===== config.mk =====
export PLATFORM = sky130hd
export DESIGN_NAME = line_follow_pid_motor_mix_top
export DESIGN_NICKNAME = d
export VERILOG_FILES = /design/src/rtl/lfpmm_pkg.sv /design/src/rtl/line_follow_pid_motor_mix_top.sv
export SDC_FILE = /design/constraint.sdc
export NUM_CORES = 2
export LEC_CHECK = 0
export BUFFER_PORTS_ARGS = -buffer_cell sky130_fd_sc_hd__buf_2
export CAP_MARGIN = 25
export CORE_ASPECT_RATIO = 0.7
export CORE_MARGIN = 8
export CORE_UTILIZATION = 25
export DETAILED_ROUTE_END_ITERATION = 7
export PLACE_DENSITY_LB_ADDON = 0.15
export SLEW_MARGIN = 10
export SYNTH_ARGS = -nofsm -noshare
export SYNTH_HDL_FRONTEND = slang
export SYNTH_SLANG_ARGS = --single-unit

===== constraint.sdc =====
create_clock -name clk -period 11.18 [get_ports clk]
set_clock_uncertainty 0.05 [all_clocks]
set_input_delay 1.118 -clock clk [delete_from_list [all_inputs] [get_ports clk]]
set_output_delay 1.118 -clock clk [all_outputs]
set_load 0.02 [all_outputs]

===== src/rtl/lfpmm_pkg.sv =====
// Package: widths and reciprocal constants for the line-follow PID motor mixer.
`timescale 1ns / 1ps

package lfpmm_pkg;

  localparam int ERR_W   = 12;  // line error
  localparam int DERIV_W = 13;  // error change
  localparam int SUM_W   = 32;  // running error sum
  localparam int SPEED_W = 8;   // wheel levels and base speed
  localparam int POWER_W = 23;  // raw PID sum

  // Term widths after the constant divides
  localparam int Q10_W  = 9;    // error / 10, |value| <= 204
  localparam int Q600_W = 23;   // sum / 600, |value| <= 3579139
  localparam int DTERM_W = 15;  // (deriv * 7) / 2, |value| <= 14336

  // floor(x / 10) = (x * RECIP10) >> RECIP10_SH, exact for x < 4096
  localparam int RECIP10_W  = 12;
  localparam logic [RECIP10_W-1:0] RECIP10 = 12'd3277;
  localparam int RECIP10_SH = 15;

  // sum / 600 = ((x >> 3) * RECIP75) >> RECIP75_SH, exact for x < 2^32
  localparam int RECIP75_W  = 30;
  localparam logic [RECIP75_W-1:0] RECIP75 = 30'd916259690;
  localparam int RECIP75_SH = 36;

endpackage


===== src/rtl/line_follow_pid_motor_mix_top.sv =====
// Top level: line-follow PID steering mixer with a three-stage pipeline.
`timescale 1ns / 1ps

// Takes one signed line error word per cycle while out_stall is low and
// returns one word per error: left and right wheel levels, the raw PID
// power and the error change, through the stage one, stage two and output
// registers. Stage one updates the previous error and the saturating error
// sum as the word is taken, stage two divides the terms by their constants
// (reciprocal multiplies), stage three adds them, clamps to +/- the cruise
// level and mixes the wheels. Write the cruise level (reset 0) only while
// no word is in flight.
module line_follow_pid_motor_mix_top (
  input  logic                                clk,
  input  logic                                rst_n,
  input  logic                                cfg_wr_en,
  input  logic [lfpmm_pkg::SPEED_W-1:0]       cfg_wr_data,
  input  logic                                in_valid,
  output logic                                in_stall,
  input  logic signed [lfpmm_pkg::ERR_W-1:0]  in_line_error,
  output logic                                out_valid,
  input  logic                                out_stall,
  output logic [lfpmm_pkg::SPEED_W-1:0]       out_left_speed,
  output logic [lfpmm_pkg::SPEED_W-1:0]       out_right_speed,
  output logic signed [lfpmm_pkg::POWER_W-1:0] out_power_difference,
  output logic signed [lfpmm_pkg::DERIV_W-1:0] out_error_change
);
  import lfpmm_pkg::*;

  logic [SPEED_W-1:0] cruise_level_r;

  // controller state
  logic signed [ERR_W-1:0] prev_err_r;
  logic signed [SUM_W-1:0] err_sum_r;

  // pipeline valids and enables
  logic s1_valid_r, s2_valid_r, out_valid_r;
  logic en1, en2, en3, in_accept;

  // stage 1 payload
  logic signed [ERR_W-1:0]   s1_err_r;
  logic signed [DERIV_W-1:0] s1_deriv_r;
  logic signed [SUM_W-1:0]   s1_sum_r;

  // stage 2 payload
  logic signed [Q10_W-1:0]   s2_q10_r;
  logic signed [Q600_W-1:0]  s2_q600_r;
  logic signed [DTERM_W-1:0] s2_dterm_r;
  logic signed [DERIV_W-1:0] s2_deriv_r;

  // output register
  logic [SPEED_W-1:0]        out_left_r, out_right_r;
  logic signed [POWER_W-1:0] out_power_r;
  logic signed [DERIV_W-1:0] out_deriv_r;

  // stage 1 logic
  logic signed [DERIV_W-1:0] deriv_nxt;
  logic signed [SUM_W:0]     sum_wide;
  logic signed [SUM_W-1:0]   sum_nxt;

  // stage 2 logic
  logic                            err_neg, sum_neg;
  logic [ERR_W-1:0]                err_mag;
  logic [ERR_W+RECIP10_W-1:0]      prod10;
  logic [Q10_W-1:0]                q10_mag;
  logic [SUM_W-1:0]                sum_mag;
  logic [SUM_W-3-1:0]              sum_div8;
  logic [SUM_W-3+RECIP75_W-1:0]    prod75;
  logic [Q600_W-1:0]               q600_mag;
  logic signed [DERIV_W+2:0]       d7;
  logic signed [DERIV_W+2:0]       d7_adj;
  logic signed [Q10_W-1:0]         q10_nxt;
  logic signed [Q600_W-1:0]        q600_nxt;
  logic signed [DTERM_W-1:0]       dterm_nxt;

  // stage 3 logic
  logic signed [POWER_W:0]   power_wide;
  logic signed [SPEED_W+1:0] lim;
  logic signed [SPEED_W+1:0] clamped;
  logic [SPEED_W+1:0]        left_wide, right_wide;

  // Handshake: each stage advances when the one after it is free or draining
  assign en3       = !out_valid_r || !out_stall;
  assign en2       = !s2_valid_r || en3;
  assign en1       = !s1_valid_r || en2;
  assign in_stall  = !en1;
  assign in_accept = in_valid && en1;

  always_ff @(posedge clk) begin
    if (!rst_n) begin
      cruise_level_r <= '0;
      prev_err_r     <= '0;
      err_sum_r      <= '0;
      s1_valid_r     <= 1'b0;
      s2_valid_r     <= 1'b0;
      out_valid_r    <= 1'b0;
    end else begin
      if (cfg_wr_en) begin
        cruise_level_r <= cfg_wr_data;
      end
      if (in_accept) begin
        prev_err_r <= in_line_error;
        err_sum_r  <= sum_nxt;
      end
      if (en1) begin
        s1_valid_r <= in_valid;
      end
      if (en2) begin
        s2_valid_r <= s1_valid_r;
      end
      if (en3) begin
        out_valid_r <= s2_valid_r;
      end
    end
  end

  // Stage 1: derivative and saturating sum, taken straight off the input
  always_comb begin
    deriv_nxt = DERIV_W'(in_line_error) - DERIV_W'(prev_err_r);
    sum_wide  = (SUM_W+1)'(err_sum_r) + (SUM_W+1)'(in_line_error);
    // clip at the 32-bit limits when the top two bits disagree
    if (sum_wide[SUM_W] != sum_wide[SUM_W-1]) begin
      sum_nxt = sum_wide[SUM_W] ? {1'b1, {(SUM_W-1){1'b0}}} : {1'b0, {(SUM_W-1){1'b1}}};
    end else begin
      sum_nxt = sum_wide[SUM_W-1:0];
    end
  end

  always_ff @(posedge clk) begin
    if (en1) begin
      s1_err_r   <= in_line_error;
      s1_deriv_r <= deriv_nxt;
      s1_sum_r   <= sum_nxt;
    end
  end

  // Stage 2: truncating divides on magnitudes, sign restored after
  always_comb begin
    err_neg   = s1_err_r[ERR_W-1];
    err_mag   = err_neg ? ERR_W'(-s1_err_r) : ERR_W'(s1_err_r);
    prod10    = (ERR_W+RECIP10_W)'(err_mag) * (ERR_W+RECIP10_W)'(RECIP10);
    q10_mag   = Q10_W'(prod10 >> RECIP10_SH);
    q10_nxt   = err_neg ? -$signed(q10_mag) : $signed(q10_mag);

    sum_neg   = s1_sum_r[SUM_W-1];
    sum_mag   = sum_neg ? SUM_W'(-s1_sum_r) : SUM_W'(s1_sum_r);
    sum_div8  = sum_mag[SUM_W-1:3];
    prod75    = (SUM_W-3+RECIP75_W)'(sum_div8) * (SUM_W-3+RECIP75_W)'(RECIP75);
    q600_mag  = Q600_W'(prod75 >> RECIP75_SH);
    q600_nxt  = sum_neg ? -$signed(q600_mag) : $signed(q600_mag);

    // times 7 as times 8 minus one, then halve toward zero
    d7        = ((DERIV_W+3)'(s1_deriv_r) <<< 3) - (DERIV_W+3)'(s1_deriv_r);
    d7_adj    = d7 + (DERIV_W+3)'({1'b0, d7[DERIV_W+2]});
    dterm_nxt = DTERM_W'(d7_adj >>> 1);
  end

  always_ff @(posedge clk) begin
    if (en2) begin
      s2_q10_r   <= q10_nxt;
      s2_q600_r  <= q600_nxt;
      s2_dterm_r <= dterm_nxt;
      s2_deriv_r <= s1_deriv_r;
    end
  end

  // Stage 3: add terms, clamp to base speed, slow down one wheel
  always_comb begin
    power_wide = (POWER_W+1)'(s2_q10_r) + (POWER_W+1)'(s2_q600_r)
               + (POWER_W+1)'(s2_dterm_r);
    lim        = $signed({2'b00, cruise_level_r});
    if (power_wide > (POWER_W+1)'(lim)) begin
      clamped = lim;
    end else if (power_wide < -(POWER_W+1)'(lim)) begin
      clamped = -lim;
    end else begin
      clamped = (SPEED_W+2)'(power_wide);
    end
    if (clamped[SPEED_W+1]) begin
      left_wide  = lim + clamped;
      right_wide = lim;
    end else begin
      left_wide  = lim;
      right_wide = lim - clamped;
    end
  end

  always_ff @(posedge clk) begin
    if (en3) begin
      out_left_r  <= left_wide[SPEED_W-1:0];
      out_right_r <= right_wide[SPEED_W-1:0];
      out_power_r <= power_wide[POWER_W-1:0];
      out_deriv_r <= s2_deriv_r;
    end
  end

  assign out_valid            = out_valid_r;
  assign out_left_speed       = out_left_r;
  assign out_right_speed      = out_right_r;
  assign out_power_difference = out_power_r;
  assign out_error_change     = out_deriv_r;

endmodule


==> results by group <==
Outcome
  • Outcome: finished, final reports clean

CTS
  • Clk pin slew, worst setup/hold paths: 0.07 ns
  • Skew-Pair Late Insertion Delay: 0.56 ns
  • CTS Hold Bufs: 0
  • TritonCTS clock tree: built
  • Inserted Clock Buffers: 24
  • CTS root buf: clkbuf_16
  • Maximum level of the CTS H-tree: 1
  • Num Clock Sinks: 224
  • Worst-case clock buffer depth: 3

Place
  • Count of input and output buffers: 78
  • Placement-stage worst setup slack: -0.196 ns
  • Number of placed instances with taps included: 5143
  • HPWL after DPL: 82.6 mm
  • Final RePlAce weighted congestion: 0.885

Detailed routing
  • Ratio of routed vias to standard cells: 4.44
  • Remaining antenna violation count: 0
  • Drc violations: 0
  • Drt first-iter violations: 1342
  • Routed vias: 23.1k
  • Total wire length: 95.6 mm
  • Post-DR wirelength/cell: 18.4 um
  • Router iterations before antenna repair: 5

Global route
  • GRT Residual Overflow: 0
  • Global-route wire length before repair: 146 mm
  • Number of global-route vias before repair: 23.3k
  • Pin count of the biggest net entering global routing: 61
  • Tot GR Track Use: 13.5%
  • Initial antenna violation count: 2

Finish
  • Core Util, Final: 29.1%
  • Count of placed standard cells in the final layout, fillers left out: 5202
  • Area added between synthesis and finish: 15.9%
  • # nets final: 4470
  • Share of final-layout standard cells stronger than drive strength 1: 11.6%

Worst setup path
  • Crit end category: flip-flop
  • Start-to-end type of the worst setup path: flip-flop to flip-flop
  • Critical-path cell with the highest stage delay: or4_4
  • CP startpoint kind: flip-flop
  • CP arrival: 11.08 ns
  • Most numerous cell on the critical path: fa_1
  • Worst EP required: 11.44 ns
  • CP Buf/Inv Count: 6
  • Largest fanout on the critical path: 8
  • Cell family with most CP delay: simple AND/OR/NAND/NOR gates
  • Slowest Stage Delay on Critical Path: 0.58 ns

STA
  • Ratio of final minimum period to clock period: 96.8%
  • Final Hold Viols: 0
  • Rel. slew slack: 32.9%
  • Final TNS setup: 0 ns
  • Worst setup slack after layout: 0.356 ns
  • Fmax: 0.0924 GHz
  • Count of pins over their slew limit: 0
  • Time the worst path needs with I/O delays and setup: 10.82 ns
  • Setup violation total in the final timing report: 0
  • Worst slew pin tran: 0.999 ns

Synthesis
  • Post-synthesis simple-gate area fraction: 9.08%
  • Post-synthesis share of cell area spent on full adders, half adders and majority gates: 45.9%
  • Post-Syn Nets: 4224
  • Async SR Flop Fraction: 0%
  • Synth Area in XOR/XNOR: 5.70%
  • Top_reg_cell synth: edfxtp_1
  • Average footprint of a synthesized cell: 9.85 um2
  • Post-synthesis register bit count: 224
  • Yosys top cell area share: 23.3%
  • Dominant cells by area after synthesis: fa_1, ha_1, edfxtp_1
  • Area fraction in compound gates after synthesis: 11.4%
  • Count leader, synth: inv_1
  • Top cell type by total area after synthesis: fa_1
  • Multiplexer share of the synthesized area: 0.901%
  • Distinct cells, synth: 78
  • Yosys warning count: 0
  • Post-Syn Area: 0.0321 mm2
  • Combinational family with the most area after synthesis: adder cells
  • Synthesized instance count: 3257
  • Leading post-synthesis cells by instance count: inv_1, ha_1, fa_1
  • Number of synthesized flops with an enable pin: 169
  • Share of the yosys chip area belonging to registers: 19.2%

Die
  • Core footprint: 0.128 mm2
  • Full die area: 0.140 mm2
  • I/O pin count: 79
  • Number of standard-cell rows in the floorplan: 110
  • Initial Util: 25.1%
  • Die height: 316 um
  • Horizontal die dimension: 444 um

Job
  • Number of max-cap violations: 0

Worst hold path
  • Kind of path behind the tightest hold check: flip-flop to flip-flop
==> layout by cell type, fill, tap and decap left out, types with 24 or more instances in the layout <==
master     instances
edfxtp_1         169
a21boi_0          24
inv_1            598
nor2b_1           27
buf_2             78
dfxtp_1           55
nor2_1           154
xor2_1            62
clkbuf_16         25
buf_4            192
ha_1             560
nand3_1           32
nand2_1          186
o21ai_0          135
xnor2_1          144
a21o_1            64
a21oi_1          140
nor3_1            43
fa_1             373
==> cells by family after synthesis <==
kind of cell / after synthesis
buffers and inverters: 660
DFF: 224
AOI/OAI and AO/OA: 576
and+or+nand+nor: 603
muxes: 28
adders and majority gates: 957
xor gates and xnor gates: 209
==> flip-flops by register name, indices dropped and copies added (netlist names) <==
register / count
s2_valid_r: 1
s2_deriv_r: 13
out_power_difference: 23
s1_deriv_r: 13
s1_valid_r: 1
out_left_speed: 8
s1_sum_r: 32
s2_q10_r: 9
out_error_change: 13
s2_dterm_r: 15
out_valid: 1
cruise_level_r: 8
s2_q600_r: 23
out_right_speed: 8
s1_err_r: 12
err_sum_r: 32
prev_err_r: 12
==> cell type report <==
type	count	area, um2
diodes	1	2.50
clock buffers	28	647
clock inverters	16	209
fillers	13600	90800
inverters	604	2270
multi-input cells	2373	23800
flip-flops and latches	224	6180
well taps	1680	2100
repair buffers	276	1950
==> path summary, 6_finish.rpt <==
path	start	endpoint	slack, ns	depth (start not counted)
min	s2_deriv_r[7]	out_error_change[7]	0.37	0
max reg2reg	s1_sum_r[3]	s2_q600_r[19]	0.36	35
max	s1_sum_r[3]	s2_q600_r[19]	0.36	35
min reg2reg	s2_deriv_r[7]	out_error_change[7]	0.37	0
==> what timing repair did <==
| action | CTS | global route |
|---|---|---|
| buffers inserted | 1 | 13 |
| setup endpoints to repair | 6 | 11 |
| cloned | 0 | 0 |
| pin swaps | 0 | 28 |
| resized for setup | 11 | 65 |
==> metrics by stage <==
stage	hold slack (ns)	instance area, um2
2_1_floorplan	0.350	32100
3_3_place_gp	0.356	35800
3_5_place_dp	0.356	35800
4_1_cts	0.365	36800
5_1_grt	0.376	37200
6_report	0.367	37200
==> worst reg2reg max path, delay by kind of cell (launching register included) <==
| family | cells | cell delay (ns) |
|---|---|---|
| buffers and inverters | 6 | 0.90 |
| xor gates and xnor gates | 2 | 0.22 |
| adders and majority gates | 9 | 4.00 |
| DFF | 1 | 0.39 |
| AOI/OAI and AO/OA | 5 | 0.89 |
| and+or+nand+nor | 13 | 4.11 |
==> metal layers <==
| layer | global-route usage [%] | share of wire, % |
|---|---|---|
| met1 | 23.3 | 59 |
| met2 | 17.1 | 35 |
| met3 | 2.23 | 4.6 |
| met4 | 1.25 | 0.84 |
| met5 | 0 | 0 |
Power is not shown: default switching activity piles up to over one toggle a cycle in this logic, so the estimate is an artifact.
